$ cat src/sv/bdar_pkg.sv
// Shared types and constants for the button debounce and auto-repeat block.
`default_nettype none

package bdar_pkg;

    // Configuration port
    localparam int CFG_W     = 24;
    localparam int CFG_IDX_W = 2;

    // Register indexes
    localparam logic [CFG_IDX_W-1:0] REG_DEBOUNCE     = 2'd0;
    localparam logic [CFG_IDX_W-1:0] REG_REPEAT_DELAY = 2'd1;
    localparam logic [CFG_IDX_W-1:0] REG_REPEAT_PER   = 2'd2;
    localparam logic [CFG_IDX_W-1:0] REG_REPEAT_EN    = 2'd3;

    // Register reset values
    localparam logic [CFG_W-1:0] DEBOUNCE_RST     = 24'd50000;
    localparam logic [CFG_W-1:0] REPEAT_DELAY_RST = 24'd400000;
    localparam logic [CFG_W-1:0] REPEAT_PER_RST   = 24'd200000;

    // Input item kinds and levels
    localparam logic OP_TICK     = 1'b0;
    localparam logic OP_EDGE     = 1'b1;
    localparam logic LVL_PRESSED = 1'b0;

    // Stream widths
    localparam int EV_W    = 2;
    localparam int TDATA_W = 8;

    // Output queue geometry
    localparam int OFIFO_DEPTH = 4;
    localparam int OFIFO_PTR_W = 2;
    localparam int OFIFO_CNT_W = 3;

    // Results of one request: count (0..2) and up to two event codes
    typedef struct packed {
        logic [1:0]      cnt;
        logic [EV_W-1:0] ev0;
        logic [EV_W-1:0] ev1;
    } t_push;

endpackage

`default_nettype wire

$ cat src/sv/button_debounce_auto_repeat.sv
// Top level of the button debounce and auto-repeat block.
//
// Input stream: each request is one time tick (tuser low) or one button
// edge (tuser high) with the button number and its new level in tdata.
// Output stream: one event code per result in tdata; tlast marks the final
// result caused by a request. A tick whose repeat countdown expires gives
// one press code per held button, so zero, one or two results; an accepted
// edge gives one; a rejected edge gives none.
// Results of a request are written into the result queue at the edge that
// accepts it. A request is accepted in every cycle while the four-entry
// result queue has room for two more results; the queue gives out one
// result at a time, and so sets the sustained rate.
// Configuration is written through a plain write port (no read-back) and
// must only change while the block is idle.
// Reset clears the elapsed count, stops the repeat countdown, marks both
// buttons released and loads the register defaults. Edges arriving before
// the debounce window has elapsed after reset are dropped.
// When the receiver stalls, results wait in the queue and s_axis_tready
// falls once fewer than two entries are free.
`default_nettype none

module button_debounce_auto_repeat #(
    parameter int NUM_BUTTONS = 2
) (
    input  wire                                 i_clk,
    input  wire                                 i_rst_n,
    // Configuration write port
    input  wire                                 i_cfg_we,
    input  wire  [bdar_pkg::CFG_IDX_W-1:0]      i_cfg_index,
    input  wire  [bdar_pkg::CFG_W-1:0]          i_cfg_data,
    // Input stream
    input  wire                                 s_axis_tvalid,
    output logic                                s_axis_tready,
    input  wire  [bdar_pkg::TDATA_W-1:0]        s_axis_tdata,  // [0] button, [1] level
    input  wire                                 s_axis_tuser,  // [0] operation
    // Output stream
    output logic                                m_axis_tvalid,
    input  wire                                 m_axis_tready,
    output logic [bdar_pkg::TDATA_W-1:0]        m_axis_tdata,  // [1:0] event_res
    output logic                                m_axis_tlast
);

    logic                        w_accept;
    logic                        w_room;
    logic [bdar_pkg::EV_W-1:0]   w_ev;
    bdar_pkg::t_push             w_push;

    assign s_axis_tready = w_room;
    assign w_accept      = s_axis_tvalid && w_room;

    // Request processing and state
    bdar_core #(
        .NUM_BUTTONS (NUM_BUTTONS)
    ) u_core (
        .i_clk       (i_clk),
        .i_rst_n     (i_rst_n),
        .i_cfg_we    (i_cfg_we),
        .i_cfg_index (i_cfg_index),
        .i_cfg_data  (i_cfg_data),
        .i_accept    (w_accept),
        .i_operation (s_axis_tuser),
        .i_button    (s_axis_tdata[0]),
        .i_level     (s_axis_tdata[1]),
        .o_push      (w_push)
    );

    // Result queue
    bdar_ofifo u_ofifo (
        .i_clk   (i_clk),
        .i_rst_n (i_rst_n),
        .i_push  (w_push),
        .o_room  (w_room),
        .o_valid (m_axis_tvalid),
        .i_ready (m_axis_tready),
        .o_ev    (w_ev),
        .o_last  (m_axis_tlast)
    );

    assign m_axis_tdata = {{(bdar_pkg::TDATA_W - bdar_pkg::EV_W){1'b0}}, w_ev};

endmodule

`default_nettype wire

$ cat src/sv/bdar_core.sv
// Debounce filter, held-level tracking and repeat countdown, one request per cycle.
`default_nettype none

module bdar_core #(
    parameter int NUM_BUTTONS = 2
) (
    input  wire                              i_clk,
    input  wire                              i_rst_n,
    input  wire                              i_cfg_we,
    input  wire  [bdar_pkg::CFG_IDX_W-1:0]   i_cfg_index,
    input  wire  [bdar_pkg::CFG_W-1:0]       i_cfg_data,
    input  wire                              i_accept,
    input  wire                              i_operation,
    input  wire                              i_button,
    input  wire                              i_level,
    output bdar_pkg::t_push                  o_push
);

    localparam int HeldN = (NUM_BUTTONS < 2) ? NUM_BUTTONS : 2;
    localparam logic [bdar_pkg::CFG_W-1:0] SinceMax = '1;

    // Configuration registers
    logic [bdar_pkg::CFG_W-1:0] r_debounce;
    logic [bdar_pkg::CFG_W-1:0] r_delay;
    logic [bdar_pkg::CFG_W-1:0] r_period;
    logic                       r_rep_en;

    // Block state
    logic [bdar_pkg::CFG_W-1:0] r_since, n_since;
    logic [bdar_pkg::CFG_W-1:0] r_cd, n_cd;
    logic                       r_running, n_running;
    logic [HeldN-1:0]           r_held, n_held;

    logic       w_btn_ok;
    logic       w_edge_ok;
    logic [1:0] w_held2;
    logic       w_lp;
    logic       w_rp;

    // Configuration writes
    always_ff @(posedge i_clk) begin
        if (!i_rst_n) begin
            r_debounce <= bdar_pkg::DEBOUNCE_RST;
            r_delay    <= bdar_pkg::REPEAT_DELAY_RST;
            r_period   <= bdar_pkg::REPEAT_PER_RST;
            r_rep_en   <= 1'b1;
        end else if (i_cfg_we) begin
            unique case (i_cfg_index)
                bdar_pkg::REG_DEBOUNCE:     r_debounce <= i_cfg_data;
                bdar_pkg::REG_REPEAT_DELAY: r_delay    <= i_cfg_data;
                bdar_pkg::REG_REPEAT_PER:   r_period   <= i_cfg_data;
                bdar_pkg::REG_REPEAT_EN:    r_rep_en   <= i_cfg_data[0];
                default: ;
            endcase
        end
    end

    // An edge counts only from a known button after the debounce window.
    assign w_btn_ok  = ({31'b0, i_button} < NUM_BUTTONS);
    assign w_edge_ok = i_accept && (i_operation == bdar_pkg::OP_EDGE) && w_btn_ok
                       && (r_since > r_debounce);

    // Held levels widened to two buttons; missing buttons read as released.
    always_comb begin
        w_held2 = 2'b11;
        for (int i = 0; i < HeldN; i++) begin
            w_held2[i] = r_held[i];
        end
    end
    assign w_lp = (w_held2[0] == bdar_pkg::LVL_PRESSED);
    assign w_rp = (w_held2[1] == bdar_pkg::LVL_PRESSED);

    // Next state and results of the current request
    always_comb begin
        n_since   = r_since;
        n_cd      = r_cd;
        n_running = r_running;
        n_held    = r_held;
        o_push    = '0;
        if (i_accept && (i_operation == bdar_pkg::OP_TICK)) begin
            if (r_since != SinceMax) begin
                n_since = r_since + 1'b1;
            end
            if (r_running) begin
                if (r_cd <= 24'd1) begin
                    // Expiry: one press code per held button, left first.
                    n_cd       = r_period;
                    o_push.cnt = {1'b0, w_lp} + {1'b0, w_rp};
                    o_push.ev0 = w_lp ? {1'b0, bdar_pkg::LVL_PRESSED}
                                      : {1'b1, bdar_pkg::LVL_PRESSED};
                    o_push.ev1 = {1'b1, bdar_pkg::LVL_PRESSED};
                end else begin
                    n_cd = r_cd - 1'b1;
                end
            end
        end else if (w_edge_ok) begin
            n_since    = '0;
            o_push.cnt = 2'd1;
            o_push.ev0 = {i_button, i_level};
            if (r_rep_en) begin
                if (i_level == bdar_pkg::LVL_PRESSED) begin
                    n_cd      = r_delay;
                    n_running = 1'b1;
                end else begin
                    n_running = 1'b0;
                end
            end
            for (int i = 0; i < HeldN; i++) begin
                if ({31'b0, i_button} == i) begin
                    n_held[i] = i_level;
                end
            end
        end
    end

    // State registers
    always_ff @(posedge i_clk) begin
        if (!i_rst_n) begin
            r_since   <= '0;
            r_cd      <= '0;
            r_running <= 1'b0;
            r_held    <= '1;
        end else begin
            r_since   <= n_since;
            r_cd      <= n_cd;
            r_running <= n_running;
            r_held    <= n_held;
        end
    end

    // An accepted edge always restarts the elapsed-time count.
    a_since_cleared: assert property (@(posedge i_clk) disable iff (!i_rst_n)
        $past(w_edge_ok) |-> (r_since == '0))
        else $error("elapsed count not cleared after accepted edge");

    // The repeat countdown stops only on an accepted release with repeat on.
    a_stop_on_release: assert property (@(posedge i_clk) disable iff (!i_rst_n)
        ($past(i_rst_n) && $fell(r_running)) |->
            $past(w_edge_ok && r_rep_en && (i_level != bdar_pkg::LVL_PRESSED)))
        else $error("repeat stopped without an accepted release");

    // A tick never gives more results than there are buttons held.
    a_tick_results: assert property (@(posedge i_clk) disable iff (!i_rst_n)
        (o_push.cnt == 2'd2) |-> (w_lp && w_rp && !w_edge_ok))
        else $error("two results without both buttons held");

endmodule

`default_nettype wire

$ cat src/sv/bdar_ofifo.sv
// Four-entry result queue taking up to two results a cycle and giving one.
`default_nettype none

module bdar_ofifo (
    input  wire                                 i_clk,
    input  wire                                 i_rst_n,
    input  wire  bdar_pkg::t_push               i_push,
    output logic                                o_room,
    output logic                                o_valid,
    input  wire                                 i_ready,
    output logic [bdar_pkg::EV_W-1:0]           o_ev,
    output logic                                o_last
);

    localparam int EntW = bdar_pkg::EV_W + 1;

    logic [EntW-1:0]                  r_mem [bdar_pkg::OFIFO_DEPTH];
    logic [bdar_pkg::OFIFO_PTR_W-1:0] r_wr_ptr;
    logic [bdar_pkg::OFIFO_PTR_W-1:0] r_rd_ptr;
    logic [bdar_pkg::OFIFO_CNT_W-1:0] r_count;
    logic [bdar_pkg::OFIFO_PTR_W-1:0] w_wr_ptr1;
    logic                             w_pop;

    assign w_wr_ptr1 = r_wr_ptr + 1'b1;
    assign w_pop     = o_valid && i_ready;
    assign o_valid   = (r_count != '0);
    // Room for the worst case of two results from the next request
    assign o_room    = (r_count <= bdar_pkg::OFIFO_CNT_W'(bdar_pkg::OFIFO_DEPTH - 2));
    assign o_ev      = r_mem[r_rd_ptr][bdar_pkg::EV_W-1:0];
    assign o_last    = r_mem[r_rd_ptr][bdar_pkg::EV_W];

    // Entry storage; the final result of a request carries the last flag.
    always_ff @(posedge i_clk) begin
        if (i_push.cnt != 2'd0) begin
            r_mem[r_wr_ptr] <= {(i_push.cnt == 2'd1), i_push.ev0};
        end
        if (i_push.cnt == 2'd2) begin
            r_mem[w_wr_ptr1] <= {1'b1, i_push.ev1};
        end
    end

    // Pointers and fill count
    always_ff @(posedge i_clk) begin
        if (!i_rst_n) begin
            r_wr_ptr <= '0;
            r_rd_ptr <= '0;
            r_count  <= '0;
        end else begin
            r_wr_ptr <= r_wr_ptr + i_push.cnt;
            if (w_pop) begin
                r_rd_ptr <= r_rd_ptr + 1'b1;
            end
            r_count <= r_count + {1'b0, i_push.cnt} - {2'b0, w_pop};
        end
    end

    // The fill count never passes the depth.
    a_count_bound: assert property (@(posedge i_clk) disable iff (!i_rst_n)
        r_count <= bdar_pkg::OFIFO_CNT_W'(bdar_pkg::OFIFO_DEPTH))
        else $error("result queue count beyond depth");

    // Results are pushed only when there is room for them.
    a_no_overflow: assert property (@(posedge i_clk) disable iff (!i_rst_n)
        (i_push.cnt != 2'd0) |-> o_room)
        else $error("result queue push without room");

    // A single pop lowers the count by one when nothing is pushed.
    a_pop_count: assert property (@(posedge i_clk) disable iff (!i_rst_n)
        (w_pop && (i_push.cnt == 2'd0)) |=> (r_count == $past(r_count) - 1'b1))
        else $error("result queue count not lowered on pop");

endmodule

`default_nettype wire

$ cat config.mk
export PLATFORM = sky130hd
export DESIGN_NAME = button_debounce_auto_repeat
export DESIGN_NICKNAME = d
export VERILOG_FILES = /design/src/sv/bdar_pkg.sv /design/src/sv/button_debounce_auto_repeat.sv /design/src/sv/bdar_core.sv /design/src/sv/bdar_ofifo.sv
export SDC_FILE = /design/constraint.sdc
export NUM_CORES = 1
export LEC_CHECK = 0
export ABC_AREA = 0
export BUFFER_PORTS_ARGS = -buffer_cell sky130_fd_sc_hd__buf_2
export CORE_MARGIN = 2
export CORE_UTILIZATION = 61
export DETAILED_ROUTE_END_ITERATION = 12
export PLACE_DENSITY = 0.86
export SETUP_SLACK_MARGIN = 0.02
export SLEW_MARGIN = 0
export SYNTH_ARGS = -nofsm -noshare
export SYNTH_HDL_FRONTEND = slang
export SYNTH_SLANG_ARGS = --single-unit
$ cat constraint.sdc
create_clock -name i_clk -period 4.1 [get_ports i_clk]
set_input_delay 0 -clock i_clk [delete_from_list [all_inputs] [get_ports i_clk]]
set_output_delay 0 -clock i_clk [all_outputs]
set_load 0.1 [all_outputs]
# Word-level counts from Yosys, hierarchy flattened

Memory sizes are Yosys's and may differ from the RTL's. A register that Yosys moved wholly into a read port is not among the register bits.
Index checks and enable logic that the tools add are counted.
W data, S select, Z words.

Bits of input ports: 40
Bits in registers: 131
Memory bits (writable): 12
Memories: 1
Output and inout port bits: 11
Logic and storage cells: 79
ROM bits: 0
Latch bits: 0

Memory list:

| name          | depth | bits a word | read ports | clocked after memory_dff | wr ports | line             | text |
|---|---|---|---|---|---|---|---|
| u_ofifo.r_mem | 4     | 3           | 1          | 1                        | 2        | bdar_ofifo.sv:17 | `logic [EntW-1:0] r_mem [bdar_pkg::OFIFO_DEPTH];` |

Bitwise gates (word level): 5
Add/subtract/negate cells: 8
Reduce and logical (&&, ||, !) cells: 19
Divide/modulo/power cells: 0
Shift operators: 0
Muxes and demuxes: 22
Multipliers: 0
Equality and inequality tests: 9
$lt $le $gt $ge: 3

Operators with widths:

| operator                | number |
|---|---|
| $mux W24                | 9 |
| $add A24 B1 Y24 const B | 1 |
| $gt A24 B24 Y1          | 1 |
| $le A24 B1 Y1 const B   | 1 |
| $ne A24 B24 Y1 const B  | 1 |
| $sub A24 B1 Y24 const B | 1 |
| $mux W6                 | 2 |
| $reduce_and A2 Y1       | 5 |
| $reduce_and A3 Y1       | 3 |
| $mux W2                 | 4 |
| $eq A2 B2 Y1 const B    | 3 |
| $reduce_bool A2 Y1      | 3 |
| $logic_and A1 B1 Y1     | 5 |
| $mux W1                 | 5 |
| $not A1 Y1              | 5 |
| $add A2 B1 Y2 const B   | 2 |
| $eq A2 B1 Y1 const B    | 2 |
| $mux W4                 | 1 |
| $ne A2 B1 Y1 const B    | 2 |
| $reduce_and A4 Y1       | 1 |
| $add A3 B2 Y3           | 1 |
| $le A3 B2 Y1 const B    | 1 |
| $mux W3                 | 1 |
| $reduce_bool A3 Y1      | 1 |
| 5 further kinds         | 5 |

# Logic depth before layout (Yosys ltp)

Depth after elaboration: 9
Gate-level depth with buffers: 13

# By module

Synthesis repeated with hierarchy kept, for this count alone.

Cells, all modules: 946
Area, all modules: 7659.8 µm²

Modules (own cells, without submodules):

| module                      | cells each | instances | seq. area each (µm²) | area each (µm²) |
|---|---|---|---|---|
| bdar_core                   | 831        | 1         | 2482.4               | 6485.0 |
| bdar_ofifo                  | 107        | 1         | 500.5                | 1119.8 |
| button_debounce_auto_repeat | 8          | 1         | 0.0                  | 55.1 |

# Least setup slack after synthesis

OpenSTA, ideal clock, no wires.

Kind: register -> register
From: register u_ofifo.r_count[1] in the netlist's numbering
To: register u_ofifo.r_count[2] in the netlist's numbering
Cell stages (with the launch flop): 11
Data required time: 3.972 ns
Slack: 0.291 ns
Arrival: 3.681 ns
Clock period less this slack: 3.809 ns
Cell sequence: dfxtp_1 > a21oi_1 > and3b_1 > nand2_1 > nor2_1 > nand2_1 > ha_1 > inv_1 > fa_1 > xnor2_1 > nor2_1

Longest elaborated chain between the ends: 8

Ends and longest elaborated chain:

| element                 | line                              | text |
|---|---|---|
| from (decl)             | bdar_ofifo.sv:20                  | `logic [bdar_pkg::OFIFO_CNT_W-1:0] r_count;` |
| from (signal assigned)  | bdar_ofifo.sv:53                  | `r_count <= r_count + {1'b0, i_push.cnt} - {2'b0, w_pop};` |
| $le A3 B2 Y1 (*)        | bdar_ofifo.sv:28                  | `assign o_room = (r_count <= bdar_pkg::OFIFO_CNT_W'(bdar_pkg::OFIFO_DEPTH - 2));` |
| named net s_axis_tready | button_debounce_auto_repeat.sv:33 | `output logic s_axis_tready,` |
| $logic_and A1 B1 Y1 (*) | button_debounce_auto_repeat.sv:49 | `assign w_accept = s_axis_tvalid && w_room;` |
| $logic_and A1 B1 Y1     | bdar_core.sv:60                   | `assign w_edge_ok = i_accept && (i_operation == bdar_pkg::OP_EDGE) && w_btn_ok` |
| $logic_and A1 B1 Y1     | bdar_core.sv:61                   | `&& (r_since > r_debounce);` |
| $mux W3                 | bdar_core.sv:96                   | `end else if (w_edge_ok) begin` |
| $mux W4 (*)             | bdar_core.sv:80                   | `if (i_accept && (i_operation == bdar_pkg::OP_TICK)) begin` |
| $add A3 B2 Y3 (*)       | bdar_ofifo.sv:53                  |  |
| $sub A3 B1 Y3 (*)       | bdar_ofifo.sv:53                  |  |

The timed path passes the listed nets; every way through them passes the cells marked *.
A chain may end at the register's enable or synchronous reset.

# Final worst setup path

From: register u_core.r_debounce[23] in the netlist's numbering
To: register u_core.r_held[1]

Longest elaborated chain between the ends: 3

Ends and longest elaborated chain:

| element                     | line             | text |
|---|---|---|
| from (decl)                 | bdar_core.sv:23  | `logic [bdar_pkg::CFG_W-1:0] r_debounce;` |
| from (signal assigned)      | bdar_core.sv:43  | `r_debounce <= bdar_pkg::DEBOUNCE_RST;` |
| from (signal assigned)      | bdar_core.sv:49  | `bdar_pkg::REG_DEBOUNCE: r_debounce <= i_cfg_data;` |
| $gt A24 B24 Y1              | bdar_core.sv:61  |  |
| $logic_and A1 B1 Y1         | bdar_core.sv:61  |  |
| $reduce_and A3 Y1 (no line) | n/a              |  |
| to (signal assigned)        | bdar_core.sv:127 | `r_held <= n_held;` |
| to (decl)                   | bdar_core.sv:32  | `logic [HeldN-1:0] r_held, n_held;` |

Every way passes these cells.

==> flow_metrics.tcl <==
set metrics [dict create \
    outcome "completed" \
    htreeDepth 4 \
    cts_resized 0 \
    fin_nets 1045 \
    synth-main-ff-cell "dfxtp_1" \
    crit_required_ps 4420 \
    ys_types 64 \
    final_cell_mix "nand2_1 (185), dfxtp_1 (141), a21oi_1 (95)" \
    skew_ps 10.52 \
    antenna_found_initial 0 \
    drtIter0Drc 782 \
    final_antenna_net_count 0 \
    die_x_microns 113.7 \
    multi_input_area_sq_um 3994 \
    cap_viol_max_count 0 \
    p_per_area_nw_per_um2 423.7 \
    core_area_sq_um 11860 \
    setup_viol 0 \
    hold_violations 0 \
    clock-sinks 145 \
    die_h_microns 113.7 \
    synth_edf_count 4 \
    startpoint_type "register" \
    cts_hold_buffers 30 \
    yosysWarnings 0 \
    viasPerCell 6.172 \
    regArea_sq_um 2943 \
    port_buffers 38 \
    cts_tree "yes" \
    layout_commonest_cell "nand2_1" \
    synth_area_sq_um 7336 \
    grt_use_total 0.3202 \
    drive_gt1_frac 0.1076 \
    slew_headroom 0.4370 \
    period_share 0.7905 \
    initial_utilization 0.6185 \
    fin_tns_setup_ps 0 \
    root_buffer "clkbuf_16" \
    post-route-min-period_ps 3241 \
    syn_inst 923 \
    place.gp.congestion 0.8773 \
    row_count 40 \
    setup.worst_path.end_class "register" \
    clockBufferDepth 2 \
    fmax_ghz 0.3085 \
    ys_async_sr_fraction 0 \
    grt_pass1_vias 6746 \
    diodes 0 \
    hp-class "primary input to register" \
    io_pins 51 \
    worstPathArrival_ps 3560 \
    rsz0062_at_grt "false" \
    seq_area_frac_synth 0.4012 \
    totalWireLength_mm 19.93 \
    route.detailed.drc 0 \
    worstMarginPinSlew_ps 841.9 \
    clk_latency_ps 430 \
    slew_violations 0 \
    dp.final_hpwl_mm 12.54 \
    routedWlPerCell_microns 17.60 \
    synth.avg_cell_area_sq_um 7.948 \
    clk_pin_slew_ps 60 \
    ir_drop_v 0.0002668 \
    worstPathMaxFanout 7 \
    cts_made_buffers 17 \
    critPathKind "register to register" \
    vias 6987 \
    grt_pass1_wl_mm 32.70 \
    fillers 907 \
    drt_pass1_iterations 6 \
    postCtsSetupRepairBufs 0 \
    synth_seq_cells 145 \
    die_area_sq_um 12920 \
    placed_area_sq_um 7592 \
    power_leakage_nw 3.402 \
    finalInstanceArea_sq_um 8494 \
    syn_to_final_growth_pct 15.79 \
    grt_max_degree 41 \
    gr-total-overflow 0 \
]
## per-stage QoR
stage                     instances  worst slack, ps    util  power, mW  hold slack (ps)
after floorplan                 928            291.2       -      1.898            124.0
after global placement         1070             1122  0.6401      1.995            255.6
after detailed placement       1070             1056  0.6401      2.008            253.7
after CTS                      1132            902.5  0.7161      3.589            55.87
after global routing           1132            696.4  0.7161      3.716            93.34
final                          1132            858.8  0.7161      3.599            76.99
## cells in the mapped netlist, types with 3 or more instances
cell | n | area, sq um
edfxtp_1 | 4 | 120.1
a31oi_1 | 3 | 18.77
nor3_1 | 29 | 145.1
o221ai_1 | 3 | 26.28
xnor2_1 | 18 | 157.7
a221oi_1 | 9 | 78.83
a311oi_1 | 6 | 52.55
nor2_1 | 69 | 259.0
nand3_1 | 31 | 155.2
nand4_1 | 15 | 93.84
buf_4 | 6 | 45.04
or2_2 | 3 | 18.77
o31ai_1 | 4 | 30.03
o21ai_0 | 21 | 105.1
clkbuf_1 | 49 | 183.9
inv_1 | 43 | 161.4
and3_1 | 10 | 62.56
mux4_2 | 3 | 67.56
nor3_4 | 3 | 48.80
a31o_2 | 3 | 26.28
or3_1 | 6 | 37.54
nor4_1 | 5 | 31.28
a211oi_1 | 23 | 172.7
o211ai_1 | 13 | 97.59
a21oi_1 | 95 | 475.5
xor2_1 | 24 | 210.2
and4_1 | 5 | 43.79
nand2_1 | 185 | 694.4
dfxtp_1 | 141 | 2823
o22ai_1 | 5 | 31.28
ha_1 | 32 | 400.4
and2_1 | 11 | 68.82
## registers in the layout, indices dropped and copies added (netlist names), named ones only
name	flops
u_core.r_cd	24
u_core.r_debounce	24
u_core.r_delay	24
u_core.r_period	24
u_core.r_since	24
u_ofifo.r_mem	12
u_ofifo.r_count	3
u_core.r_held	2
u_ofifo.r_rd_ptr	2
u_ofifo.r_wr_ptr	2
u_core.r_rep_en	1
u_core.r_running	1
## routing by layer
layer / global-route usage / vias up / wire, microns / part of all wire
met1: 0.3974 / 3272 / 8257 / 0.41
met3: 0.06589 / 70 / 1543 / 0.077
met4: 0.1602 / 0 / 665 / 0.033
met5: 0 / - / 0 / 0
met2: 0.5313 / 326 / 9462 / 0.47
li1: - / 3319 / - / -
## final timing paths
| path | startpoint | slack [ps] | cells past startpoint | endpoint |
|---|---|---|---|---|
| min | m_axis_tready | 80 | 4 | u_ofifo.r_rd_ptr[0]$_SDFFE_PN0P_ |
| max reg2reg | u_core.r_debounce[23]$_SDFFE_PN0P_ | 860 | 9 | u_core.r_held[1]$_SDFFE_PN1P_ |
| min reg2reg | u_core.r_delay[23]$_SDFFE_PN0P_ | 450 | 2 | u_core.r_delay[23]$_SDFFE_PN0P_ |
| max | u_core.r_debounce[23]$_SDFFE_PN0P_ | 860 | 9 | u_core.r_held[1]$_SDFFE_PN1P_ |
## report_power, final
part           switching (mW)  total, mW  internal (mW)
Sequential             0.0392       1.51           1.47
Clock                   0.618       1.59          0.969
Combinational           0.350      0.503          0.152
## layout make-up
| cell class | instances | share of cell area |
|---|---|---|
| Tap cell | 147 | 0.02165 |
| Clock buffer | 18 | 0.05170 |
| Inverter | 43 | 0.01900 |
| Clock inverter | 14 | 0.01915 |
| Timing Repair Buffer | 84 | 0.07188 |
| Multi-Input combinational cell | 681 | 0.4702 |
| Sequential cell | 145 | 0.3464 |
## logic make-up (layout without fill, tap and decap cells)
family | count (synthesis) | count (layout) | synth area share
compound gates | 205 | 205 | 0.1753
fa+ha+maj | 33 | 33 | 0.05731
other cells | 1 | 6 | 0.0005112
simple gates | 390 | 390 | 0.2460
flops | 145 | 145 | 0.4012
buf+inv | 102 | 159 | 0.05765
xor+xnor | 42 | 42 | 0.05014
mux | 5 | 5 | 0.01194
## worst max-delay path, stage by stage, from the launching register on
cell and delay, ps:
dfxtp_1 350, inv_1 60, ha_1 310, nand4_1 180
nor4_1 570, o31a_1 340, o21a_1 330, a21oi_1 110
a311o_1 310, dlygate4sd3_1 550
Note: power is estimated with default switching activity, not from simulation.
